## config.mk

```make
export PLATFORM = sky130hd
export DESIGN_NAME = msbr_align
export DESIGN_NICKNAME = d
export VERILOG_FILES = /design/src/msb_first_bit_reader_macros.svh /design/src/msbr_pkg.sv /design/src/msbr_align.sv
export SDC_FILE = /design/constraint.sdc
export NUM_CORES = 1
export LEC_CHECK = 0
export BUFFER_PORTS_ARGS = -buffer_cell sky130_fd_sc_hd__buf_2
export CORE_MARGIN = 10
export CORE_UTILIZATION = 43
export DETAILED_ROUTE_END_ITERATION = 10
export PLACE_DENSITY_LB_ADDON = 0.2
export SLEW_MARGIN = 20
export SYNTH_ARGS = -nofsm -noshare
export SYNTH_HDL_FRONTEND = slang
export SYNTH_SLANG_ARGS = --single-unit
```

## constraint.sdc

```tcl
create_clock -name vclk -period 3.02
set_clock_uncertainty 0.05 [all_clocks]
set_input_delay 0.151 -clock vclk [all_inputs]
set_output_delay 0.151 -clock vclk [all_outputs]
set_load 0.02 [all_outputs]
```

## src/msb_first_bit_reader_macros.svh

```systemverilog
// assertion helpers for the bit reader, compiled out for synthesis
`ifndef MSB_FIRST_BIT_READER_MACROS_SVH
`define MSB_FIRST_BIT_READER_MACROS_SVH

`ifndef SYNTHESIS

// same-cycle implication, checked on every rising edge outside reset
`define MSBR_ASSERT_NOW(lbl, pre, post) \
    lbl: assert property (@(posedge clk) disable iff (!rst_n) (pre) |-> (post)) \
        else $error("bit reader check failed");

// next-cycle implication
`define MSBR_ASSERT_NEXT(lbl, pre, post) \
    lbl: assert property (@(posedge clk) disable iff (!rst_n) (pre) |=> (post)) \
        else $error("bit reader check failed");

`else

`define MSBR_ASSERT_NOW(lbl, pre, post)
`define MSBR_ASSERT_NEXT(lbl, pre, post)

`endif

`endif

```

## src/msbr_pkg.sv

```systemverilog
package msbr_pkg;

    localparam int BUFFER_BYTES_DEF  = 4096;
    localparam int MAX_READ_BITS_DEF = 64;

    localparam int CURSOR_W = 16;
    localparam int COUNT_W  = 7;
    localparam int ITEMS_W  = 4;

    typedef enum logic [2:0] {
        OP_LOAD     = 3'd0,
        OP_SEEK_ABS = 3'd1,
        OP_SEEK_REL = 3'd2,
        OP_SEEK_END = 3'd3,
        OP_READ     = 3'd4,
        OP_PEEK     = 3'd5
    } opcode_t;

    typedef enum logic [2:0] {
        ST_IDLE,
        ST_EXEC,
        ST_FETCH0,
        ST_FETCH1,
        ST_EMIT
    } state_t;

    // byte alignment controls for one output beat
    typedef struct packed {
        logic [2:0] shift;
        logic [2:0] rem;
        logic       tail;
        logic       whole_nz;
    } align_t;

endpackage

```

## src/msbr_align.sv

```systemverilog
module msbr_align (
    input  logic             [7:0] hi,
    input  logic             [7:0] lo,
    input  msbr_pkg::align_t       ctl,
    output logic             [7:0] byte_out
);

    logic [15:0] win;
    logic [7:0]  raw;
    logic [3:0]  pad;
    logic [7:0]  mask;

    always_comb
    begin
        win  = {hi, lo} << ctl.shift;
        raw  = win[15:8];
        pad  = 4'd8 - {1'b0, ctl.rem};
        mask = 8'hff << pad;
        if (ctl.tail && (ctl.rem != 3'd0))
        begin
            // partial tail: left-aligned after whole bytes, else right-aligned
            if (ctl.whole_nz)
            begin
                byte_out = raw & mask;
            end
            else
            begin
                byte_out = raw >> pad;
            end
        end
        else
        begin
            byte_out = raw;
        end
    end

endmodule

```

## Yosys cells after proc, flatten, opt, wreduce, memory -nomap -nowiden

Index checks and enable logic that the tools add are counted.

- Logic and storage cells: 9
- Bits of input ports: 24
- Bits in registers: 0
- Output and inout bits: 8

- Shift-type cells: 3
- Reductions and logical operators: 2
- Add/sub/neg operators: 1
- Mux-type cells: 2
- Bitwise operators: 1

Operators with widths:

| kind | number |
|---|---|
| 2-to-1 mux 8 bit | 2 |
| << shifter 16 x 3 -> 16 bit | 1 |
| bitwise AND 8 bit | 1 |
| << shifter 8 x 4 -> 8 bit, first input constant | 1 |
| >> shifter 8 x 4 -> 8 bit | 1 |
| subtractor 4 x 3 -> 4 bit, first input constant | 1 |
| nonzero test 3 bit | 1 |
| logical AND 1 bit | 1 |

## Longest topological paths before layout

Gate-level depths: netlist of the first run.

- Word-level depth: 5
- Mapped depth: 11
- Gate-level depth less buffers: 9

## Worst setup path before layout of the first run

Ideal clock, no wire load.

- Path kind: input to output
- Start point: input port ctl[2] in the netlist's numbering
- End point: output port byte_out[3]
- Path buffers: 2
- Required time: 2819 ps
- Stages on the path: 10
- Setup slack: 325 ps
- Arrival: 2494 ps
- Path through: buf_2 clkbuf_8 inv_1 ha_1 inv_1 ha_1 inv_1 or4_1 or2_2 o221ai_1

- Cells in the longest elaborated chain, start to end: 5
- Elaborated cells on any way between the ends: 8
- Classes of those cells: add/sub: 1; shift: 2; mux: 2; bitwise: 1; reduce/logical: 2

Ends and longest elaborated chain:

| what | line | text |
|---|---|---|
| start, declared | msbr_align.sv:4 | `input msbr_pkg::align_t ctl,` |
| subtractor 4 x 3 -> 4 bit | msbr_align.sv:17 | `pad = 4'd8 - {1'b0, ctl.rem};` |
| << shifter 8 x 4 -> 8 bit | msbr_align.sv:18 | `mask = 8'hff << pad;` |
| bitwise AND 8 bit | msbr_align.sv:24 | `byte_out = raw & mask;` |
| 2-to-1 mux 8 bit | msbr_align.sv:22 | `if (ctl.whole_nz)` |
| 2-to-1 mux 8 bit * | msbr_align.sv:19 | `if (ctl.tail && (ctl.rem != 3'd0))` |
| end, declared | msbr_align.sv:5 | `output logic [7:0] byte_out` |

Every way passes the cells marked *; elsewhere a longest branch is shown, timed or not.

## Final worst setup path of the first run

- Start point: input port ctl[2] in the netlist's numbering
- End point: output port byte_out[2]

The elaborated chain is that of the path after synthesis.

==> Implementation_results.wiki, run 1 <==
{| class="wikitable"
! Metric !! Value
|-
| Result of the run || complete, no violations
|-
| Number of clock-tree buffers in the layout || 0
|-
| ANT cells || 0
|-
| Worst setup slack before clock tree synthesis || 0.275 ns
|-
| Quantity of hold-fixing buffers added after cts || 0
|-
| Fin worst setup slack || 0.262 ns
|-
| Pre-antenna DRT Iters || 4
|-
| Mux cell area share after synthesis || around 53%
|-
| Peak fanout along the critical path || 7
|-
| Avg Synthesized Cell Area || 9.75 µm²
|-
| Dominant combinational cell family by area after synthesis || multiplexers
|-
| Area fraction in compound gates after synthesis || 12.3%
|-
| Global Route Usage Sum || 11.3%
|-
| Area of the die || around 4900 µm²
|-
| Max-slew violations || 0
|-
| # port buffers || 31
|-
| Static Leak || 0.000547 µW
|-
| Setup CP Type || input port to output pin
|-
| Pin count of the biggest net entering global routing || 17
|-
| Period minus WS final || 2.76 ns
|-
| Critical path capture point type || output pin
|-
| Number of max-cap violations || 0
|-
| Total count of hold-check failures in the final report || 0
|-
| Syn Inst Count || 110
|-
| Remaining global-route overflow || 0
|-
| Core outline area || ~2400 µm²
|-
| Count of unique library cells instantiated by Yosys || 38
|-
| Wire length reported by the detailed router || 3010 µm
|-
| Number of global-route vias before repair || approximately 1,100
|-
| Fraction of synthesized cell area in xor and xnor cells || 0%
|-
| Final routed DRC violation total || 0
|-
| Final setup viols || 0
|-
| Endpoint required time on the critical path || 2.82 ns
|-
| Type of the tightest min-delay check || input port to output pin
|-
| Crit path arrival time || 2.56 ns
|-
| CP most frequent cell || sky130_fd_sc_hd__inv_1
|-
| Register area || 0 µm²
|-
| Number of antenna violations at the first check in global routing || 0
|-
| Power per cell area || just over 200 nW/µm²
|-
| X dimension of the die || 69.9 µm
|-
| Final cell area excluding filler cells || 1190 µm²
|-
| Highest Clock Rate || 0.363 GHz
|-
| Post-DP Area || 1190 µm²
|-
| Net count after synthesis || 138
|-
| WL per Instance || ~18 µm
|-
| Critical-path cell list || buf_2 > inv_1 > ha_1 > inv_1 > ha_1 > inv_1 > or4_1 > or2_2 > o2bb2ai_1 > a211o_1 > buf_2
|-
| Worst slew slack as a fraction of its limit || 69.7%
|-
| RSZ-0062 raised after global routing || no
|-
| Number of nets at the end of the flow || around 170
|-
| Total via count after detailed routing || 1,073
|-
| Layout sequential cell count || 0
|-
| Area growth from synthesis to layout || 11.3%
|-
| Starting Density || 44.1%
|-
| Count of nets left with antenna violations after detail routing || 0
|-
| Worst supply voltage drop on vdd || 0.106 mV
|-
| Total Power || 248 µW
|-
| PostCTS Resize Cnt || 0
|-
| Global-route wire length before repair || between 5000 and 6000 µm
|-
| Sequential cell area fraction in the yosys report || 0%
|-
| Slew at the pin closest to its max-slew limit || 0.455 ns
|-
| Initial detailed-routing violation count || just over 80
|-
| Slowest stage cell on the critical path || sky130_fd_sc_hd__or4_1
|-
| Sort of element at the start of the critical path || input port
|-
| RePlAce Congestion || 0.931
|-
| Post-synthesis instance area || 1070 µm²
|-
| Ratio of cells with drive above 1 in the final layout || 37.5%
|-
| Yosys warning total || 0
|-
| Accumulated negative setup slack || 0 ns
|-
| Adder-cell area share of the yosys netlist || 4.67%
|-
| IO Pins || 32
|-
| Detailed Place HPWL || about 2500 µm
|-
| DR vias/cell || 6.46
|-
| Number of buffers added for setup after CTS || 0
|-
| Period Utilization, post-route || 91.3%
|-
| Delay of the slowest cell on the worst path || 0.61 ns
|-
| Area share of and/or/nand/nor cells after synthesis || 19.4%
|-
| Row count || 18
|-
| Die height || 69.9 µm
|}
-- routing by layer --
layer	up-vias	track usage [%]	share of wire, %
li1	500	-	-
met3	4	1.27	6.8
met4	0	2.63	1.0
met5	-	0	0
met1	509	14.2	42
met2	60	19.8	50
-- worst paths after layout --
kind	startpoint	end	slack (ns)	depth (start not counted)
worst max-delay path	ctl[2]	byte_out[2]	0.26	11
worst min-delay path	ctl[0]	byte_out[7]	0.85	4
-- power breakdown --
| group | internal, µW | switching [µW] |
|---|---|---|
| Clock | 0 | 0 |
| Sequential | 0 | 0 |
| Combinational | 112 | 136 |
| Total | 112 | 136 |
-- logic make-up (layout without fill, tap and decap cells) --
family / after synthesis / in the layout
buffers and inverters: 14 / 40
adder cells (fa/ha/maj): 4 / 4
multiplexers: 36 / 36
AND/OR/NAND/NOR: 37 / 37
AO/OA/AOI/OAI: 19 / 19
-- worst max-delay path: cells and delay by family --
kind / cells / cell delay (ns)
AOI/OAI and AO/OA: 2 / 0.26
adders and majority gates: 2 / 0.61
buffers and inverters: 5 / 0.60
and+or+nand+nor: 2 / 0.93
-- area by class of cell --
| cell class | instances | area (µm²) |
|---|---|---|
| Tap cell | 30 | 37.5 |
| Multi-Input combinational cell | 96 | 956 |
| Inverter | 6 | 22.5 |
| Timing Repair Buffer | 34 | 178 |
| Fill cell | 242 | 1240 |
-- stage by stage --
step,hold WS (ns),utilization [%],instances
CTS,0.836,49.1,166
floorplan,0.639,-,110
global placement,0.810,49.1,166
global route,0.902,49.1,166
finish,0.854,49.1,166
detailed placement,0.836,49.1,166
-- cells in the final DEF (no fill, tap or decap), drive strengths merged --
master / count
nand3b: 1
a311o: 1
mux4: 12
a21oi: 6
a32o: 1
inv: 6
o21ai: 3
o21a: 1
o22ai: 1
mux2i: 20
nor2: 7
nor3: 6
nor3b: 1
a211o: 2
o2bb2ai: 1
nand3: 2
o31a: 1
nor4: 2
nand2: 5
o221ai: 2
buf: 34
or3: 6
or2: 1
nand4: 1
nand2b: 1
ha: 4
or4: 2
and2b: 2
mux2: 4
-- synth_stat cells (all sizes together) --
| master | instances | share of area, % |
|---|---|---|
| mux2i | 20 | 21 |
| mux4 | 12 | 27 |
| nor2 | 7 | 2.5 |
| a21oi | 6 | 2.8 |
| inv | 6 | 2.1 |
| nor3 | 6 | 2.8 |
| or3 | 6 | 4.1 |
| nand2 | 5 | 1.8 |
| buf | 4 | 4.4 |
| clkbuf | 4 | 4.3 |
| ha | 4 | 4.7 |
| mux2 | 4 | 4.6 |
| o21ai | 3 | 1.4 |
| a211o | 2 | 1.6 |
| and2b | 2 | 1.6 |
| nand3 | 2 | 0.93 |
| nor4 | 2 | 1.2 |
| o221ai | 2 | 1.6 |
| or4 | 2 | 1.4 |
| a311o | 1 | 0.93 |
| a32o | 1 | 0.93 |
| nand2b | 1 | 0.58 |
| nand3b | 1 | 0.70 |
| nand4 | 1 | 0.58 |
| nor3b | 1 | 0.70 |
| o21a | 1 | 0.70 |
| o22ai | 1 | 0.58 |
| o2bb2ai | 1 | 0.82 |
| o31a | 1 | 0.82 |
| or2 | 1 | 0.58 |
No activity file was read; power rests on OpenSTA's default activity.
==> inputs of run 2 (changes only) <==
--- a/config.mk
+++ b/config.mk
@@ -11,4 +11,5 @@
 export DETAILED_ROUTE_END_ITERATION = 10
 export PLACE_DENSITY_LB_ADDON = 0.2
+export SETUP_SLACK_MARGIN = 0.2
 export SLEW_MARGIN = 20
 export SYNTH_ARGS = -nofsm -noshare
==> constraint.sdc (replaced) <==
create_clock -name vclk -period 3.4
set_clock_uncertainty 0.05 [all_clocks]
set_input_delay 0.68 -clock vclk [all_inputs]
set_output_delay 0.68 -clock vclk [all_outputs]
set_load 0.02 [all_outputs]
==> run 2 against run 1 <==
  * Total power up 13%
  * Non-clock buffer count rose by 16
  * Routed wire length is 3.2% higher
  * Sequential share of layout area did not move
==> Implementation_results.wiki, run 2 (synthesis results as in run 1) <==
{| class="wikitable"
! Metric !! Value
|-
| Worst supply voltage drop on vdd || 0.108 mV (+2.5%)
|-
| Count of nets left with antenna violations after detail routing || 0 (unchanged)
|-
| Final setup viols || 0 (unchanged)
|-
| Sort of element at the start of the critical path || input port
|-
| Period minus WS final || 3.24 ns
|-
| Final cell area excluding filler cells || 1480 µm² (+24%)
|-
| WL per Instance || 17.1 µm (-5.9%)
|-
| Area of the die || 4890 µm² (unchanged)
|-
| IO Pins || 32 (unchanged)
|-
| DR vias/cell || 5.98 (-7.4%)
|-
| Placed Cells || 179 (+7.8%)
|-
| Max-slew violations || 0 (unchanged)
|-
| Area growth from synthesis to layout || 38.4%
|-
| Setup CP Type || input port to output pin
|-
| Ratio of cells with drive above 1 in the final layout || 57.2% (+20 points)
|-
| Final core utilization || 61.0% (+12 points)
|-
| Peak fanout along the critical path || 4 (-3)
|-
| Number of nets at the end of the flow || 182 (+9.6%)
|-
| Number of global-route vias before repair || 1,199 (+7.0%)
|-
| Die height || 69.9 µm (unchanged)
|-
| Type of the tightest min-delay check || input port to output pin
|-
| Number of fill cells || 209 (-14%)
|-
| Critical path capture point type || output pin
|-
| Number of clock-tree buffers in the layout || 0 (unchanged)
|-
| Total via count after detailed routing || 1,089 (+1.5%)
|-
| Pre-antenna DRT Iters || 4 (unchanged)
|-
| Worst slew slack as a fraction of its limit || 75.4% (+5.7 points)
|-
| Static Leak || 0.000651 µW (+19%)
|-
| Row count || 18 (unchanged)
|-
| Post-DP Area || 1390 µm² (+16%)
|-
| Highest Clock Rate || slightly above 0.3 GHz
|-
| Global-route wire length before repair || 5400 µm (+7.3%)
|-
| Final routed DRC violation total || 0 (unchanged)
|-
| Crit path arrival time || 2.51 ns (-0.05 ns)
|-
| Remaining global-route overflow || 0 (unchanged)
|-
| Layout sequential cell count || 0 (unchanged)
|-
| Total area of multi-input combinational cells || 1070 µm² (+12%)
|-
| Leading cell types in the layout, fill and taps excluded || sky130_fd_sc_hd__buf_2, sky130_fd_sc_hd__buf_4, sky130_fd_sc_hd__mux2i_1
|-
| Total count of hold-check failures in the final report || 0 (unchanged)
|-
| RSZ-0062 raised after global routing || yes
|-
| Most common cell after layout, fill and taps aside || sky130_fd_sc_hd__buf_2
|-
| Result of the run || complete, no violations
|-
| Slew at the pin closest to its max-slew limit || 0.369 ns (-0.0854 ns)
|-
| Worst hold margin || 1.91 ns (+1.05 ns)
|-
| ANT cells || 0 (unchanged)
|-
| Total Power || 280 µW (+13%)
|-
| RePlAce Congestion || 0.884 (-5.0%)
|-
| Starting Density || 44.1% (unchanged)
|-
| Register area || 0 µm² (unchanged)
|-
| Core outline area || 2430 µm² (unchanged)
|-
| Power per cell area || 188 nW/µm² (-9.2%)
|-
| X dimension of the die || 69.9 µm (unchanged)
|-
| Wire length reported by the detailed router || 3110 µm (+3.2%)
|-
| # port buffers || 31 (unchanged)
|-
| Detailed Place HPWL || 2560 µm (+2.7%)
|-
| Number of antenna violations at the first check in global routing || 0 (unchanged)
|-
| Non-filler cells in the finished layout || 182 (+9.6%)
|-
| Initial detailed-routing violation count || 133 (+60%)
|-
| Number of max-cap violations || 0 (unchanged)
|-
| Period Utilization, post-route || roughly 95%
|-
| Global Route Usage Sum || 12.1% (+0.76 points)
|-
| Pin count of the biggest net entering global routing || 17 (unchanged)
|-
| Endpoint required time on the critical path || 2.67 ns (-0.15 ns)
|-
| Quantity of hold-fixing buffers added after cts || 0 (unchanged)
|}
-- run 2: changes by cell type in the layout (fill, tap and decap cells not counted), moves of 2 or more --
cell                       change
sky130_fd_sc_hd__buf_2         -8
sky130_fd_sc_hd__buf_6         +4
sky130_fd_sc_hd__inv_4         +3
sky130_fd_sc_hd__or3_4         +3
sky130_fd_sc_hd__inv_1         -4
sky130_fd_sc_hd__or3_1         -2
sky130_fd_sc_hd__ha_1          -3
sky130_fd_sc_hd__o221ai_2      +2
sky130_fd_sc_hd__o221ai_1      -2
sky130_fd_sc_hd__buf_4        +18
sky130_fd_sc_hd__ha_4          +2
-- run 2: worst max-delay path, stage by stage --
cell                        delay, ns
sky130_fd_sc_hd__buf_8           0.10
sky130_fd_sc_hd__inv_4           0.05
sky130_fd_sc_hd__ha_4            0.14
sky130_fd_sc_hd__inv_4           0.04
sky130_fd_sc_hd__ha_4            0.26
sky130_fd_sc_hd__inv_4           0.03
sky130_fd_sc_hd__or4_4           0.55
sky130_fd_sc_hd__or2_4           0.28
sky130_fd_sc_hd__o2bb2ai_2       0.12
sky130_fd_sc_hd__a211o_1         0.13
sky130_fd_sc_hd__buf_6           0.12
-- run 2: layer usage --
| metal | GRT usage [%] | part of all wire (%) | vias to the layer above |
|---|---|---|---|
| li1 | - | - | 529 |
| met1 | 14.9 | 44 | 521 |
| met2 | 22.6 | 51 | 39 |
| met3 | 1.13 | 4.3 | 0 |
| met4 | 0.877 | 0 | 0 |
| met5 | 0 | 0 | - |
-- run 2: where the power goes --
group / internal, µW / switching, µW
Sequential: 0 / 0
Combinational: 143 / 136
Clock: 0 / 0
-- run 2: worst paths after layout --
path                   start  slack [ns]           to  cells after the start
worst max-delay path  ctl[3]        0.16  byte_out[2]                     11
worst min-delay path  ctl[0]        1.91  byte_out[7]                      5
-- run 2: area by class of cell --
class	count	area share, %
multi-input combinational	96	72.0
tap	30	2.53
timing repair buffer	50	22.9
inverter	6	2.53
-- run 2: per-stage QoR --
| stage | TNS (ns) | setup slack [ns] |
|---|---|---|
| 6_report | 0 | 0.165 |
| 5_1_grt | 0 | 0.105 |
| 4_1_cts | 0 | 0.138 |
| 3_5_place_dp | -0.0272 | -0.0272 |
| 3_3_place_gp | 0 | 0.0212 |
| 2_1_floorplan | 0 | 0.0967 |
-- run 2: timing repair --
item / CTS / global route
resized for setup: 17 / 7
endpoints found under the hold margin: 0 / 0
pin swaps: 5 / 1
endpoints found under the setup margin: 8 / 7
setup buffers: 1 / 2
==> inputs of run 3 (changes only) <==
Settings changed: CORE_ASPECT_RATIO set to 0.8.
==> run 3 against run 2 <==
  * Combinational power grew 3%
  * First-iteration DRC count shrank 28%
  * Clock-buffer cell count is the same
  * Routed wire length grew 6.7%
  * Critical path depth is the same
  * Sequential cell count is the same
  * Via count grew 3.9%
  * Critical endpoint unchanged
==> Implementation_results.wiki, run 3 (synthesis results as in run 1) <==
{| class="wikitable"
! Metric !! Value
|-
| DR vias/cell || 5.96 (-0.43%)
|-
| Most common cell after layout, fill and taps aside || sky130_fd_sc_hd__buf_4
|-
| Count of nets left with antenna violations after detail routing || 0 (unchanged)
|-
| Area of the die || 4900 µm² (+0.26%)
|-
| Worst supply voltage drop on vdd || 0.0811 mV (-25%)
|-
| Leading cell types in the layout, fill and taps excluded || sky130_fd_sc_hd__buf_4, sky130_fd_sc_hd__buf_2, sky130_fd_sc_hd__mux2i_1
|-
| IO Pins || 32 (unchanged)
|-
| Proportion of power drawn by flip-flops and latches || 0% (unchanged)
|-
| Global-route wire length before repair || 5350 µm (-0.89%)
|-
| Number of global-route vias before repair || 1,140 (-4.9%)
|-
| Static Leak || 0.000664 µW (+1.9%)
|-
| Starting Density || 44.3% (+0.18 points)
|-
| Global Route Usage Sum || 13.0% (+0.93 points)
|-
| Initial detailed-routing violation count || 96 (-28%)
|-
| Highest Clock Rate || 0.307 GHz (-0.72%)
|-
| RePlAce Congestion || 0.893 (+1.0%)
|-
| Internal power || 146 µW (+1.7%)
|-
| Quantity of hold-fixing buffers added after cts || 0 (unchanged)
|-
| Slowest stage cell on the critical path || sky130_fd_sc_hd__or4_4
|-
| Critical-path cell list || buf_8 > inv_8 > ha_4 > ha_4 > nand2b_4 > buf_6 > or4_4 > or2_4 > o2bb2ai_2 > a211o_1 > buf_6
|-
| Number of antenna violations at the first check in global routing || 0 (unchanged)
|-
| Setup CP Type || input port to output pin
|-
| P_sw || 141 µW (+3.5%)
|-
| Number of fill cells || 208 (-0.48%)
|-
| Fraction of power spent switching nets || 49.2% (+0.44 points)
|-
| Total area of multi-input combinational cells || 1090 µm² (+2.2%)
|-
| Clock network fraction of design power || 0% (unchanged)
|-
| Final routed DRC violation total || 0 (unchanged)
|-
| # port buffers || 31 (unchanged)
|-
| Crit path arrival time || 2.53 ns (+0.02 ns)
|-
| Delay of the slowest cell on the worst path || 0.53 ns (-0.02 ns)
|-
| Number of max-cap violations || 0 (unchanged)
|-
| Total via count after detailed routing || 1,132 (+3.9%)
|-
| Total Power || 287 µW (+2.6%)
|-
| Layout sequential cell count || 0 (unchanged)
|-
| Register area || 0 µm² (unchanged)
|-
| Peak fanout along the critical path || 3 (-1)
|-
| ANT cells || 0 (unchanged)
|-
| Combinational fraction of design power || 100.0% (about the same)
|-
| Remaining global-route overflow || 0 (unchanged)
|-
| Core outline area || 2420 µm² (-0.41%)
|-
| Number of nets at the end of the flow || 184 (+1.1%)
|-
| Critical path capture point type || output pin
|-
| Die height || 64.7 µm (-7.5%)
|-
| Worst slew slack as a fraction of its limit || 73.6% (-1.8 points)
|-
| Pre-antenna DRT Iters || 4 (unchanged)
|-
| Ratio of cells with drive above 1 in the final layout || 61.0% (+3.8 points)
|-
| WL per Instance || 17.5 µm (+2.2%)
|-
| Row count || 16 (-2)
|-
| Wire length reported by the detailed router || 3320 µm (+6.7%)
|-
| Detailed Place HPWL || 2660 µm (+3.6%)
|-
| Total count of hold-check failures in the final report || 0 (unchanged)
|-
| Result of the run || complete, no violations
|-
| Accumulated negative setup slack || 0 ns (unchanged)
|-
| Area growth from synthesis to layout || 43.8%
|-
| Critical path startpoint || ctl[2]
|-
| Kind of cell adding the most delay to the critical path || simple AND/OR/NAND/NOR gates
|-
| Number of clock-tree buffers in the layout || 0 (unchanged)
|-
| Type of the tightest min-delay check || input port to output pin
|-
| Sort of element at the start of the critical path || input port
|-
| X dimension of the die || 75.8 µm (+8.4%)
|-
| Count of buffering cells on the critical path with inverters included || 4 (-1)
|-
| Max-slew violations || 0 (unchanged)
|-
| Final setup viols || 0 (unchanged)
|-
| Slew at the pin closest to its max-slew limit || 0.396 ns (+0.0263 ns)
|-
| Period Utilization, post-route || 95.8% (+0.69 points)
|-
| Worst hold start || ctl[0]
|-
| Power per cell area || 186 nW/µm² (-1.2%)
|-
| Pin count of the biggest net entering global routing || 17 (unchanged)
|-
| Period minus WS final || 3.26 ns (+0.0233 ns)
|-
| RSZ-0062 raised after global routing || yes
|-
| Endpoint required time on the critical path || 2.67 ns (about the same)
|}
## run 3: final cells by class
cell class,count,area share [%]
repair buffers,52,24.1
inverters,6,2.11
multi-input cells,96,70.9
well taps,36,2.92
## run 3: layer usage
layer / GRT usage [%] / vias up / share of wire, % / wire length, µm
li1: - / 539 / - / -
met1: 18.0 / 537 / 43 / 1430
met2: 22.1 / 52 / 50 / 1670
met3: 0.761 / 4 / 5.7 / 188
met4: 1.16 / 0 / 0.90 / 30
met5: 0 / - / 0 / 0
## run 3: final timing paths
path / end / depth (start not counted)
worst max-delay path: byte_out[2] / 11
worst min-delay path: byte_out[7] / 5
## run 3: power groups by stage
stage          registers (µW)  clock network (µW)  logic (µW)
6_report                    0                   0         287
5_1_grt                     0                   0         306
3_3_place_gp                0                   0         245
4_1_cts                     0                   0         271
2_1_floorplan               0                   0         184
3_5_place_dp                0                   0         251
## run 3: timing repair
action                     CTS  global route
pin swaps                    8             4
setup endpoints to repair    8             8
gates resized for setup     21            13
buffers inserted             6             1
## run 3: through the flow
stage / hold WS (ns) / instance area [µm²] / setup slack [ns] / instances / util, %
after CTS: 1.90 / 1500 / 0.144 / 189 / 61.8
after detailed placement: 1.90 / 1380 / 0.0251 / 183 / 56.9
after floorplan: 1.64 / 1190 / 0.0967 / 110 / -
after global placement: 1.89 / 1380 / 0.0406 / 183 / 56.9
final: 1.90 / 1540 / 0.142 / 190 / 63.6
after global routing: 1.94 / 1540 / 0.0817 / 190 / 63.6
